**config.mk**
```make
export PLATFORM = sky130hd
export DESIGN_NAME = bezier_curve_point_evaluator
export DESIGN_NICKNAME = d
export VERILOG_FILES = /design/src/rtl/bcpe_pkg.sv /design/src/rtl/bcpe_ram.sv /design/src/rtl/bcpe_lerp_unit.sv /design/src/rtl/bezier_curve_point_evaluator.sv
export SDC_FILE = /design/constraint.sdc
export NUM_CORES = 2
export LEC_CHECK = 0
export CORE_ASPECT_RATIO = 0.9
export CORE_MARGIN = 3
export CORE_UTILIZATION = 45
export CTS_CLUSTER_DIAMETER = 30
export CTS_CLUSTER_SIZE = 30
export DETAILED_ROUTE_END_ITERATION = 8
export DONT_BUFFER_PORTS = 1
export GPL_TIMING_DRIVEN = 0
export SYNTH_ARGS = -nofsm -noshare
export SYNTH_HDL_FRONTEND = slang
export SYNTH_SLANG_ARGS = --single-unit
```
**constraint.sdc**
```tcl
create_clock -name aclk -period 69.8 [get_ports aclk]
set_input_delay 3.49 -clock aclk [delete_from_list [all_inputs] [get_ports aclk]]
set_output_delay 3.49 -clock aclk [all_outputs]
set_load 0.05 [all_outputs]
```
**src/rtl/bcpe_pkg.sv**
```systemverilog
// Shared constants and types for the Bezier curve point evaluator.
// No dependencies; imported by the lerp unit, the top level and the checker.
package bcpe_pkg;

    // Three coordinates per point, packed x lowest.
    localparam int NUM_COORDS = 3;

    // Width of the point count field in a result beat.
    localparam int COUNT_FIELD_W = 5;

    typedef logic [1:0] coord_idx_t;

    localparam coord_idx_t COORD_X = 2'd0;
    localparam coord_idx_t COORD_Z = 2'd2;

endpackage

```
**src/rtl/bcpe_ram.sv**
```systemverilog
// Generic simple dual-port RAM: one write port, two registered read ports.
// No dependencies; holds the control point store of the evaluator.
module bcpe_ram #(
    parameter int WIDTH = 96,
    parameter int DEPTH = 16,
    localparam int ADDR_W = $clog2(DEPTH)
) (
    input  logic              aclk,
    input  logic              we,
    input  logic [ADDR_W-1:0] waddr,
    input  logic [WIDTH-1:0]  wdata,
    input  logic [ADDR_W-1:0] raddr_a,
    input  logic [ADDR_W-1:0] raddr_b,
    output logic [WIDTH-1:0]  rdata_a,
    output logic [WIDTH-1:0]  rdata_b
);

    logic [WIDTH-1:0] mem [DEPTH];

    always_ff @(posedge aclk) begin
        if (we) begin
            mem[waddr] <= wdata;
        end
        rdata_a <= mem[raddr_a];
        rdata_b <= mem[raddr_b];
    end

endmodule

```
**src/rtl/bcpe_lerp_unit.sv**
```systemverilog
// Shared interpolation unit: p + round((q - p) * t / 2^T_FRAC_BITS) for x, y, z.
// One subtractor, one multiplier and one adder, pipelined over the coordinates.
// Depends on bcpe_pkg.
module bcpe_lerp_unit import bcpe_pkg::*; #(
    parameter int COORD_WIDTH = 32,
    parameter int T_FRAC_BITS = 16
) (
    input  logic                              aclk,
    input  logic                              aresetn,
    input  logic                              start,
    input  logic [T_FRAC_BITS:0]              t_frac,
    input  logic [NUM_COORDS*COORD_WIDTH-1:0] p_pt,
    input  logic [NUM_COORDS*COORD_WIDTH-1:0] q_pt,
    output logic [NUM_COORDS*COORD_WIDTH-1:0] r_pt,
    output logic                              done
);

    localparam int CW = COORD_WIDTH;
    localparam int PW = CW + T_FRAC_BITS + 3;

    logic [NUM_COORDS*CW-1:0] p_reg;
    logic [NUM_COORDS*CW-1:0] q_reg;
    logic [T_FRAC_BITS:0]     t_reg;

    logic       iss_vld_reg;
    coord_idx_t iss_idx_reg;
    logic       d_vld_reg;
    coord_idx_t d_idx_reg;
    logic       m_vld_reg;
    coord_idx_t m_idx_reg;
    logic       done_reg;

    logic signed [CW:0]   diff_reg;
    logic signed [PW-1:0] prod_reg;
    logic [CW-1:0]        res_reg [NUM_COORDS];

    logic [CW-1:0]          p_iss;
    logic [CW-1:0]          q_iss;
    logic [CW-1:0]          p_add;
    logic signed [T_FRAC_BITS+1:0] t_s;
    logic signed [CW+2:0]   sum;

    assign p_iss = p_reg[iss_idx_reg*CW +: CW];
    assign q_iss = q_reg[iss_idx_reg*CW +: CW];
    assign p_add = p_reg[m_idx_reg*CW +: CW];
    assign t_s   = {1'b0, t_reg};

    // The rounding half is folded in as a carry: floor((x + 2^(F-1)) / 2^F)
    // equals floor(x / 2^F) plus bit F-1 of x.
    assign sum = {{3{p_add[CW-1]}}, p_add}
               + prod_reg[PW-1:T_FRAC_BITS]
               + {{(CW+2){1'b0}}, prod_reg[T_FRAC_BITS-1]};

    always_ff @(posedge aclk) begin
        if (!aresetn) begin
            iss_vld_reg <= 1'b0;
            iss_idx_reg <= COORD_X;
            d_vld_reg   <= 1'b0;
            d_idx_reg   <= COORD_X;
            m_vld_reg   <= 1'b0;
            m_idx_reg   <= COORD_X;
            done_reg    <= 1'b0;
        end else begin
            if (start) begin
                iss_vld_reg <= 1'b1;
                iss_idx_reg <= COORD_X;
            end else if (iss_vld_reg) begin
                iss_vld_reg <= (iss_idx_reg != COORD_Z);
                iss_idx_reg <= iss_idx_reg + 2'd1;
            end
            d_vld_reg <= iss_vld_reg;
            d_idx_reg <= iss_idx_reg;
            m_vld_reg <= d_vld_reg;
            m_idx_reg <= d_idx_reg;
            done_reg  <= m_vld_reg && (m_idx_reg == COORD_Z);
        end
    end

    always_ff @(posedge aclk) begin
        if (start) begin
            p_reg <= p_pt;
            q_reg <= q_pt;
            t_reg <= t_frac;
        end
        diff_reg <= $signed({q_iss[CW-1], q_iss}) - $signed({p_iss[CW-1], p_iss});
        prod_reg <= diff_reg * t_s;
        if (m_vld_reg) begin
            res_reg[m_idx_reg] <= sum[CW-1:0];
        end
    end

    always_comb begin
        for (int k = 0; k < NUM_COORDS; k++) begin
            r_pt[k*CW +: CW] = res_reg[k];
        end
    end

    assign done = done_reg;

endmodule

```
**src/rtl/bezier_curve_point_evaluator.sv**
```systemverilog
// Top level of the Bezier curve point evaluator (de Casteljau).
// Depends on bcpe_pkg, bcpe_ram and bcpe_lerp_unit.
//
//  Channel | Direction | tdata (lowest bit up)                   | tlast      | tuser
//  s_      | in        | point_x, point_y, point_z, t_frac       | last_point | -
//  m_      | out       | curve_x, curve_y, curve_z, point_count  | -          | points_dropped
//
// Loading takes one cycle per control point beat. The beat with tlast starts the
// evaluation, which runs N * (N - 1) / 2 interpolation steps for N stored points:
// each step is a store read (ST_RD, ST_WT) followed by a pass through the shared
// lerp unit, whose single multiplier works through x, y and z in turn.
// s_tready is low from the last beat until the result beat has been taken.
// Reset is synchronous and empties the store; no clearing pass is needed.
module bezier_curve_point_evaluator import bcpe_pkg::*; #(
    parameter int MAX_POINTS  = 16,
    parameter int COORD_WIDTH = 32,
    parameter int T_FRAC_BITS = 16,
    localparam int S_TDATA_W = ((NUM_COORDS*COORD_WIDTH + T_FRAC_BITS + 1 + 7) / 8) * 8,
    localparam int M_TDATA_W = ((NUM_COORDS*COORD_WIDTH + COUNT_FIELD_W + 7) / 8) * 8
) (
    input  logic                 aclk,
    input  logic                 aresetn,
    input  logic                 s_tvalid,
    output logic                 s_tready,
    // point_x, point_y, point_z, t_frac
    input  logic [S_TDATA_W-1:0] s_tdata,
    input  logic                 s_tlast,
    output logic                 m_tvalid,
    input  logic                 m_tready,
    // curve_x, curve_y, curve_z, point_count
    output logic [M_TDATA_W-1:0] m_tdata,
    // points_dropped
    output logic                 m_tuser
);

    localparam int CW     = COORD_WIDTH;
    localparam int PT_W   = NUM_COORDS * CW;
    localparam int ADDR_W = $clog2(MAX_POINTS);
    localparam int CNT_W  = $clog2(MAX_POINTS + 1);
    localparam logic [T_FRAC_BITS:0] T_ONE = {1'b1, {T_FRAC_BITS{1'b0}}};

    typedef enum logic [6:0] {
        ST_LOAD = 7'b0000001,
        ST_RD   = 7'b0000010,
        ST_WT   = 7'b0000100,
        ST_CALC = 7'b0001000,
        ST_FRD  = 7'b0010000,
        ST_FWT  = 7'b0100000,
        ST_OUT  = 7'b1000000
    } state_t;

    state_t              state_reg, state_next;
    logic [CNT_W-1:0]    count_reg, count_next;
    logic                ovf_reg, ovf_next;
    logic [T_FRAC_BITS:0] t_reg, t_next;
    logic [ADDR_W-1:0]   level_reg, level_next;
    logic [ADDR_W-1:0]   j_reg, j_next;
    logic [PT_W-1:0]     curve_reg;
    logic [CNT_W-1:0]    cnt_out_reg;
    logic                drop_out_reg;

    logic                 ram_we;
    logic [ADDR_W-1:0]    ram_waddr;
    logic [PT_W-1:0]      ram_wdata;
    logic [PT_W-1:0]      rdata_a, rdata_b;
    logic [PT_W-1:0]      lerp_res;
    logic                 lerp_start, lerp_done;
    logic [T_FRAC_BITS:0] t_in;
    logic                 store_full;
    logic [CNT_W-1:0]     count_inc;
    logic                 s_beat;

    assign s_beat     = s_tvalid && s_tready;
    assign t_in       = s_tdata[PT_W +: T_FRAC_BITS+1];
    assign store_full = (count_reg >= CNT_W'(MAX_POINTS));
    assign count_inc  = store_full ? count_reg : count_reg + CNT_W'(1);

    bcpe_ram #(
        .WIDTH(PT_W),
        .DEPTH(MAX_POINTS)
    ) u_store (
        .aclk    (aclk),
        .we      (ram_we),
        .waddr   (ram_waddr),
        .wdata   (ram_wdata),
        .raddr_a (j_reg),
        .raddr_b (j_reg + ADDR_W'(1)),
        .rdata_a (rdata_a),
        .rdata_b (rdata_b)
    );

    bcpe_lerp_unit #(
        .COORD_WIDTH(COORD_WIDTH),
        .T_FRAC_BITS(T_FRAC_BITS)
    ) u_lerp (
        .aclk    (aclk),
        .aresetn (aresetn),
        .start   (lerp_start),
        .t_frac  (t_reg),
        .p_pt    (rdata_a),
        .q_pt    (rdata_b),
        .r_pt    (lerp_res),
        .done    (lerp_done)
    );

    always_comb begin
        state_next = state_reg;
        count_next = count_reg;
        ovf_next   = ovf_reg;
        t_next     = t_reg;
        level_next = level_reg;
        j_next     = j_reg;
        ram_we     = 1'b0;
        ram_waddr  = j_reg;
        ram_wdata  = lerp_res;
        lerp_start = 1'b0;
        s_tready   = 1'b0;
        case (state_reg)
            ST_LOAD: begin
                s_tready  = 1'b1;
                ram_waddr = count_reg[ADDR_W-1:0];
                ram_wdata = s_tdata[PT_W-1:0];
                if (s_tvalid) begin
                    ram_we     = !store_full;
                    ovf_next   = ovf_reg || store_full;
                    count_next = count_inc;
                    if (s_tlast) begin
                        t_next     = (t_in > T_ONE) ? T_ONE : t_in;
                        j_next     = '0;
                        level_next = ADDR_W'(count_inc - CNT_W'(1));
                        // A single point needs no interpolation at all.
                        state_next = (count_inc == CNT_W'(1)) ? ST_FRD : ST_RD;
                    end
                end
            end
            ST_RD: begin
                state_next = ST_WT;
            end
            ST_WT: begin
                lerp_start = 1'b1;
                state_next = ST_CALC;
            end
            ST_CALC: begin
                if (lerp_done) begin
                    ram_we = 1'b1;
                    if (j_reg == level_reg - ADDR_W'(1)) begin
                        j_next = '0;
                        if (level_reg == ADDR_W'(1)) begin
                            state_next = ST_FRD;
                        end else begin
                            level_next = level_reg - ADDR_W'(1);
                            state_next = ST_RD;
                        end
                    end else begin
                        j_next     = j_reg + ADDR_W'(1);
                        state_next = ST_RD;
                    end
                end
            end
            ST_FRD: begin
                state_next = ST_FWT;
            end
            ST_FWT: begin
                state_next = ST_OUT;
            end
            ST_OUT: begin
                if (m_tready) begin
                    count_next = '0;
                    ovf_next   = 1'b0;
                    state_next = ST_LOAD;
                end
            end
            default: begin
                state_next = ST_LOAD;
            end
        endcase
    end

    always_ff @(posedge aclk) begin
        if (!aresetn) begin
            state_reg <= ST_LOAD;
            count_reg <= '0;
            ovf_reg   <= 1'b0;
        end else begin
            state_reg <= state_next;
            count_reg <= count_next;
            ovf_reg   <= ovf_next;
        end
    end

    always_ff @(posedge aclk) begin
        t_reg     <= t_next;
        level_reg <= level_next;
        j_reg     <= j_next;
        if (state_reg == ST_FWT) begin
            curve_reg    <= rdata_a;
            cnt_out_reg  <= count_reg;
            drop_out_reg <= ovf_reg;
        end
    end

    assign m_tvalid = (state_reg == ST_OUT);
    assign m_tdata  = M_TDATA_W'({COUNT_FIELD_W'(cnt_out_reg), curve_reg});
    assign m_tuser  = drop_out_reg;

endmodule

```
* Word level (Yosys, flattened, before mapping)
Memory sizes are Yosys's and may differ from the RTL's. A register that Yosys moved wholly into a read port is not among the register bits.
Cells that the tools add are included.
W data, S select, Z words.
** Operators by class
- Magnitude comparators :: 2
- Reductions and logical operators :: 11
- $add $sub $neg :: 8
- Equal/unequal tests :: 18
- Bitwise logic cells :: 1
- Shift operators :: 3
- Mux-type cells :: 39
- Multipliers :: 1
** Operator list (count)
- $shiftx A96 B8 Y32 :: 3
- $mux W96 :: 1
- $pmux W7 S7 :: 1
- $mul A33 B18 Y48 :: 1
- $mux W4 :: 10
- $mux W7 :: 5
- $sub A32 B32 Y33 :: 1
- $add A32 B1 Y32 :: 1
- $add A32 B32 Y32 :: 1
- $mux W5 :: 5
- $gt A17 B17 Y1 const B :: 1
- $pmux W4 S2 :: 2
- $mux W1 :: 12
- $ne A2 B2 Y1 const B :: 5
- $pmux W5 S2 :: 1
- $reduce_and A4 Y1 :: 2
- $sub A4 B1 Y4 const B :: 2
- $eq A7 B1 Y1 const B :: 1
- $eq A7 B2 Y1 const B :: 1
- $eq A7 B3 Y1 const B :: 1
- $eq A7 B4 Y1 const B :: 1
- $eq A7 B5 Y1 const B :: 1
- $eq A7 B6 Y1 const B :: 1
- $eq A7 B7 Y1 const B :: 1
- other kinds (18) :: 22
** Word-level totals
- Memories :: 2
- Memory bits (writable) :: 1632
- Logic and storage cells :: 106
- Input bits :: 125
- Output and inout port bits :: 107
- Bits in registers :: 440
** Memory list
- u_store.mem :: depth 16, width 96, rd ports 2, clocked after Yosys merged registers in 2, write ports 1, RTL line bcpe_ram.sv:18 : logic [WIDTH-1:0] mem [DEPTH];
- u_lerp.res_reg :: depth 3, width 32, rd ports 3, clocked after Yosys merged registers in 0, write ports 1, RTL line bcpe_lerp_unit.sv:35 : logic [CW-1:0] res_reg [NUM_COORDS];

* Longest topological paths before layout
- Depth in word-level cells :: 7
- Gate-level depth with buffers :: 26
- Gate-level depth less buffers :: 24

* Hierarchy
From an unflattened synthesis, not the netlist that was laid out.
** Unflattened totals
- Cells, all modules :: 7232
- Area total of the unflattened synthesis :: 113207.3 µm²
** By module, submodules not included
- bcpe_ram :: area an instance 72427.0 µm², times used 1, seq. area each 49967.9 µm², cells an instance 3361
- bcpe_lerp_unit :: area an instance 34426.8 µm², times used 1, seq. area each 10680.2 µm², cells an instance 3240
- bezier_curve_point_evaluator :: area an instance 6353.6 µm², times used 1, seq. area each 4073.9 µm², cells an instance 631

* Worst setup path after synthesis
Ideal clock, no wire load.
- Kind :: flip-flop to flip-flop
- From :: reg state_reg[0]
- To :: reg state_reg[3]
- Path slack :: 46150 ps
- Library setup time :: 156 ps
- Clock period less this slack :: 23650 ps
- Buffers on the path :: 0
- Stages on the path, launching flop included :: 5
- Data arrival time :: 23494 ps
- Data required time :: 69644 ps
- Path through :: dfxtp_1 -> nor3_1 -> nand2b_1 -> nor4b_1 -> o21a_1
** On the way
- Word-level cells in the longest chain between the ends :: 3
- Elaborated cells on any way between the ends :: 13
- Classes of those cells :: eq/ne: 11; mux: 1; reduce/logical: 1
** Ends and longest elaborated chain
- start, declared :: RTL line bezier_curve_point_evaluator.sv:52 : state_t state_reg, state_next;
- start signal, assigned :: RTL line bezier_curve_point_evaluator.sv:185 : state_reg <= state_next;
- $eq A7 B4 Y1, or another cell as far along :: RTL line bezier_curve_point_evaluator.sv:118 : case (state_reg)
- $ne A2 B1 Y1 (no source line) / $ne A2 B2 Y1 (equally long branches)
- $reduce_and A4 Y1 (no source line)
Parallel ways exist; a longest one is shown, timed or not.
A chain may end at the register's enable or synchronous reset.

* Worst setup path in the final report
- From :: reg u_lerp.t_reg[11]
- To :: reg u_lerp.prod_reg[42]
** On the way
- Word-level cells in the longest chain between the ends :: 1
** Ends and longest elaborated chain
- start, declared :: RTL line bcpe_lerp_unit.sv:23 : logic [T_FRAC_BITS:0] t_reg;
- start signal, assigned :: RTL line bcpe_lerp_unit.sv:83 : t_reg <= t_frac;
- $mul A33 B18 Y48 :: RTL line bcpe_lerp_unit.sv:86 : prod_reg <= diff_reg * t_s;
- end signal, assigned :: RTL line bcpe_lerp_unit.sv:86
- end, declared :: RTL line bcpe_lerp_unit.sv:34 : logic signed [PW-1:0] prod_reg;
No other way between the ends.

==> impl_results.md <==
- Status: finished with violations
- Failing checks: capacitance limit, slew limit
- DIE WIDTH: 534 um
- Largest net degree at the start of global routing: 34
- Layout Utilization: 54.2%
- CP required: 70.49 ns
- Hold buffer count at cts: 0
- Initial core utilization: 45.5%
- H-tree levels: 5
- Die area: 257000 um2
- VDD IR max: 35.3 uV
- Top_reg_cell synth: edfxtp_1
- Share of cells above drive strength 1: 25.1%
- Hold path start: u_lerp.d_vld_reg$_SDFF_PN0_
- Total track usage: 30.2%
- Critical path class: reg2reg
- Syn. warnings: 0
- Synth area leader: edfxtp_1
- GR Overflow Total: 0
- RePlAce Congestion: 0.984
- Final min period: 7.94 ns
- Final ANT Viol Nets: 0
- Number of gates resized after cts: 0
- Max cap viols: 3
- Clock-pin slew on the worst setup and hold paths: 0.05 ns
- Arr. time, crit path: 8.64 ns
- Power Total: 6.93 mW
- First-pass DRT Iterations: 6
- Core area: 248000 um2
- Via Count: 67500
- Synth top area share: 52.4%
- Worst-Skew Late Latency: 0.93 ns
- Synth Instances: 6719
- Synth-to-Final Area Change: 19.3%
- Top cells by area, synth: edfxtp_1 (52%), mux4_2 (19%), fa_1 (9.2%), dfxtp_1 (5.0%), inv_1 (2.1%)
- Root buf cell: clkbuf_16
- Max FFs per register: 1536
- Port-buffer cells: 0
- Postcts setup bufs: 0
- CTS sink cnt: 2249
- Worst min-delay path class: reg2reg
- Worst-Margin Slew: 1.60 ns
- Final Hold Vio Count: 0
- Initial antenna violation count: 30
- Post-synth EDFFs: 1968
- Nets@finish: 8112
- Post-Route WL: 387000 um
- Max-slew headroom: -6.51%
- First-pass GRT wire length: 536000 um
- Residual DRC: 0
- #FFs+latches synth: 2249
- 1st-iter DRT viols: 9687
- Final setup fails: 0
- Vias in the first global route: 68300
- Post-Syn Area per Cell: 16.8 um2
- CTS Buf Count: 418
- Leakage power: 48.0 nW
- CP Launch Type: register
- Setup_tns: 0 ns
- Fin. max-slew vios: 26
- HPWL Detailed: 281000 um
- Synth cell types: 78
- F_max: 0.126 GHz
- Wirelength per Cell: 35.2 um
- Die extent in y: 481 um
- R2r startpoint: u_lerp.t_reg[11]$_DFFE_PP_
- Seq/Total Area, Yosys: 57.3%
- Fin crit share: 11.4%
- Crit path max fanout: 10
- Biggest register: u_store.mem
- Async set-reset flop share out of synthesis: 0%
- Crit end category: register
- CP Launch Point: u_lerp.t_reg[11]$_DFFE_PP_
- Io pins: 232
- Unrepaired setup endpoints after global routing: no
- CTS tree: built
- Std-Cell Rows: 173
- Final clock skew: 0.139 ns
- Vias per Instance: 6.13
- PwrDens: 51.5 nW/um2
- Clk buf depth: 4
- Synth Cell Area: 113000 um2
[cells in the mapped netlist, types with 21 or more instances]
library cell / instances
xor2_1: 28
xnor2_1: 89
fa_1: 517
nand2_1: 638
o21ai_0: 104
a21oi_1: 115
buf_1: 81
dfxtp_1: 281
clkbuf_1: 278
nor2b_1: 36
mux2i_1: 97
edfxtp_1: 1968
nor2_1: 116
and2_1: 320
o21a_1: 21
a21o_1: 51
ha_1: 180
inv_1: 643
mux4_2: 960
[routing by layer]
layer,track usage [%],share of wire [%]
met1,39.9,37
met2,46.0,46
met3,8.25,11
met4,15.7,5.9
met5,0,0.027
[final timing paths]
check | end | slack, ns | cells after the start
worst max-delay path | u_lerp.prod_reg[42]$_DFF_P_ | 61.86 | 21
worst min-delay path | u_lerp.m_vld_reg$_SDFF_PN0_ | 0.35 | 1
worst max register to register | u_lerp.prod_reg[42]$_DFF_P_ | 61.86 | 21
worst min register to register | u_lerp.m_vld_reg$_SDFF_PN0_ | 0.35 | 1
[critical path: stages (launching register included)]
cell       delay, ns
edfxtp_1        0.32
clkbuf_1        0.58
clkbuf_1        0.93
nand2_1         0.17
fa_1            0.54
inv_1           0.06
fa_1            0.48
fa_1            0.57
fa_1            0.43
fa_1            0.49
inv_1           0.05
fa_1            0.47
inv_1           0.04
ha_1            0.33
nand4_1         0.16
o41ai_4         0.72
o2111ai_2       0.24
a21oi_2         0.25
o21ai_4         0.12
o21bai_1        0.20
a21oi_1         0.11
xnor2_1         0.55
[where the power goes]
group          internal, mW  switching [mW]  leakage (nW)
logic                  1.02            1.69          20.7
clock network          1.38           0.717          7.12
registers              1.96           0.168          20.2
[area by class of cell]
| cell class | instances | area, um2 |
|---|---|---|
| timing repair buffer | 149 | 2460 |
| clock inverter | 292 | 3680 |
| buffer | 371 | 1450 |
| inverter | 644 | 2420 |
| multi-input combinational | 3457 | 44500 |
| clock buffer | 492 | 11200 |
| fill | 19600 | 114000 |
| tap | 3325 | 4160 |
| sequential | 2249 | 64700 |
| antenna | 24 | 60.1 |
[through the flow]
step	instance area, um2	hold WS [ns]	std cells	worst slack [ns]
finish	135000	0.355	11000	61.86
global placement	117000	0.390	10000	31.87
floorplan	113000	0.386	6721	46.15
CTS	135000	0.351	11000	61.92
global route	135000	0.367	11000	61.71
detailed placement	120000	0.389	10200	61.93
[kinds of logic (layout without fill, tap and decap cells)]
kind of cell             count (synthesis)  after routing  share of synthesized area [%]
buffers and inverters                 1015           1948                           3.40
AND/OR/NAND/NOR                       1205           1205                           5.00
flip-flops                            2249           2249                           57.3
adder cells (fa/ha/maj)                697            697                           11.2
AO/OA/AOI/OAI                          378            378                           2.16
XOR/XNOR                               117            117                          0.908
other                                    1             27                        0.00332
multiplexers                          1057           1057                           20.0
[cells in the final DEF, fill, tap and decap left out, types with 36 or more instances in the layout]
master	instances
ha_1	180
dfxtp_1	281
inv_1	643
clkinv_2	51
clkinv_4	50
buf_4	44
nand2_1	638
o21ai_0	104
buf_1	74
edfxtp_1	1968
xnor2_1	83
bufinv_16	62
mux2i_1	97
buf_12	80
clkbuf_16	428
a21oi_1	115
a21o_1	51
and2_1	319
clkbuf_1	303
mux4_2	960
clkinvlp_4	49
nor2_1	100
fa_1	517
inv_6	38
nor2b_1	36
Power figures use the tool's default switching activity.
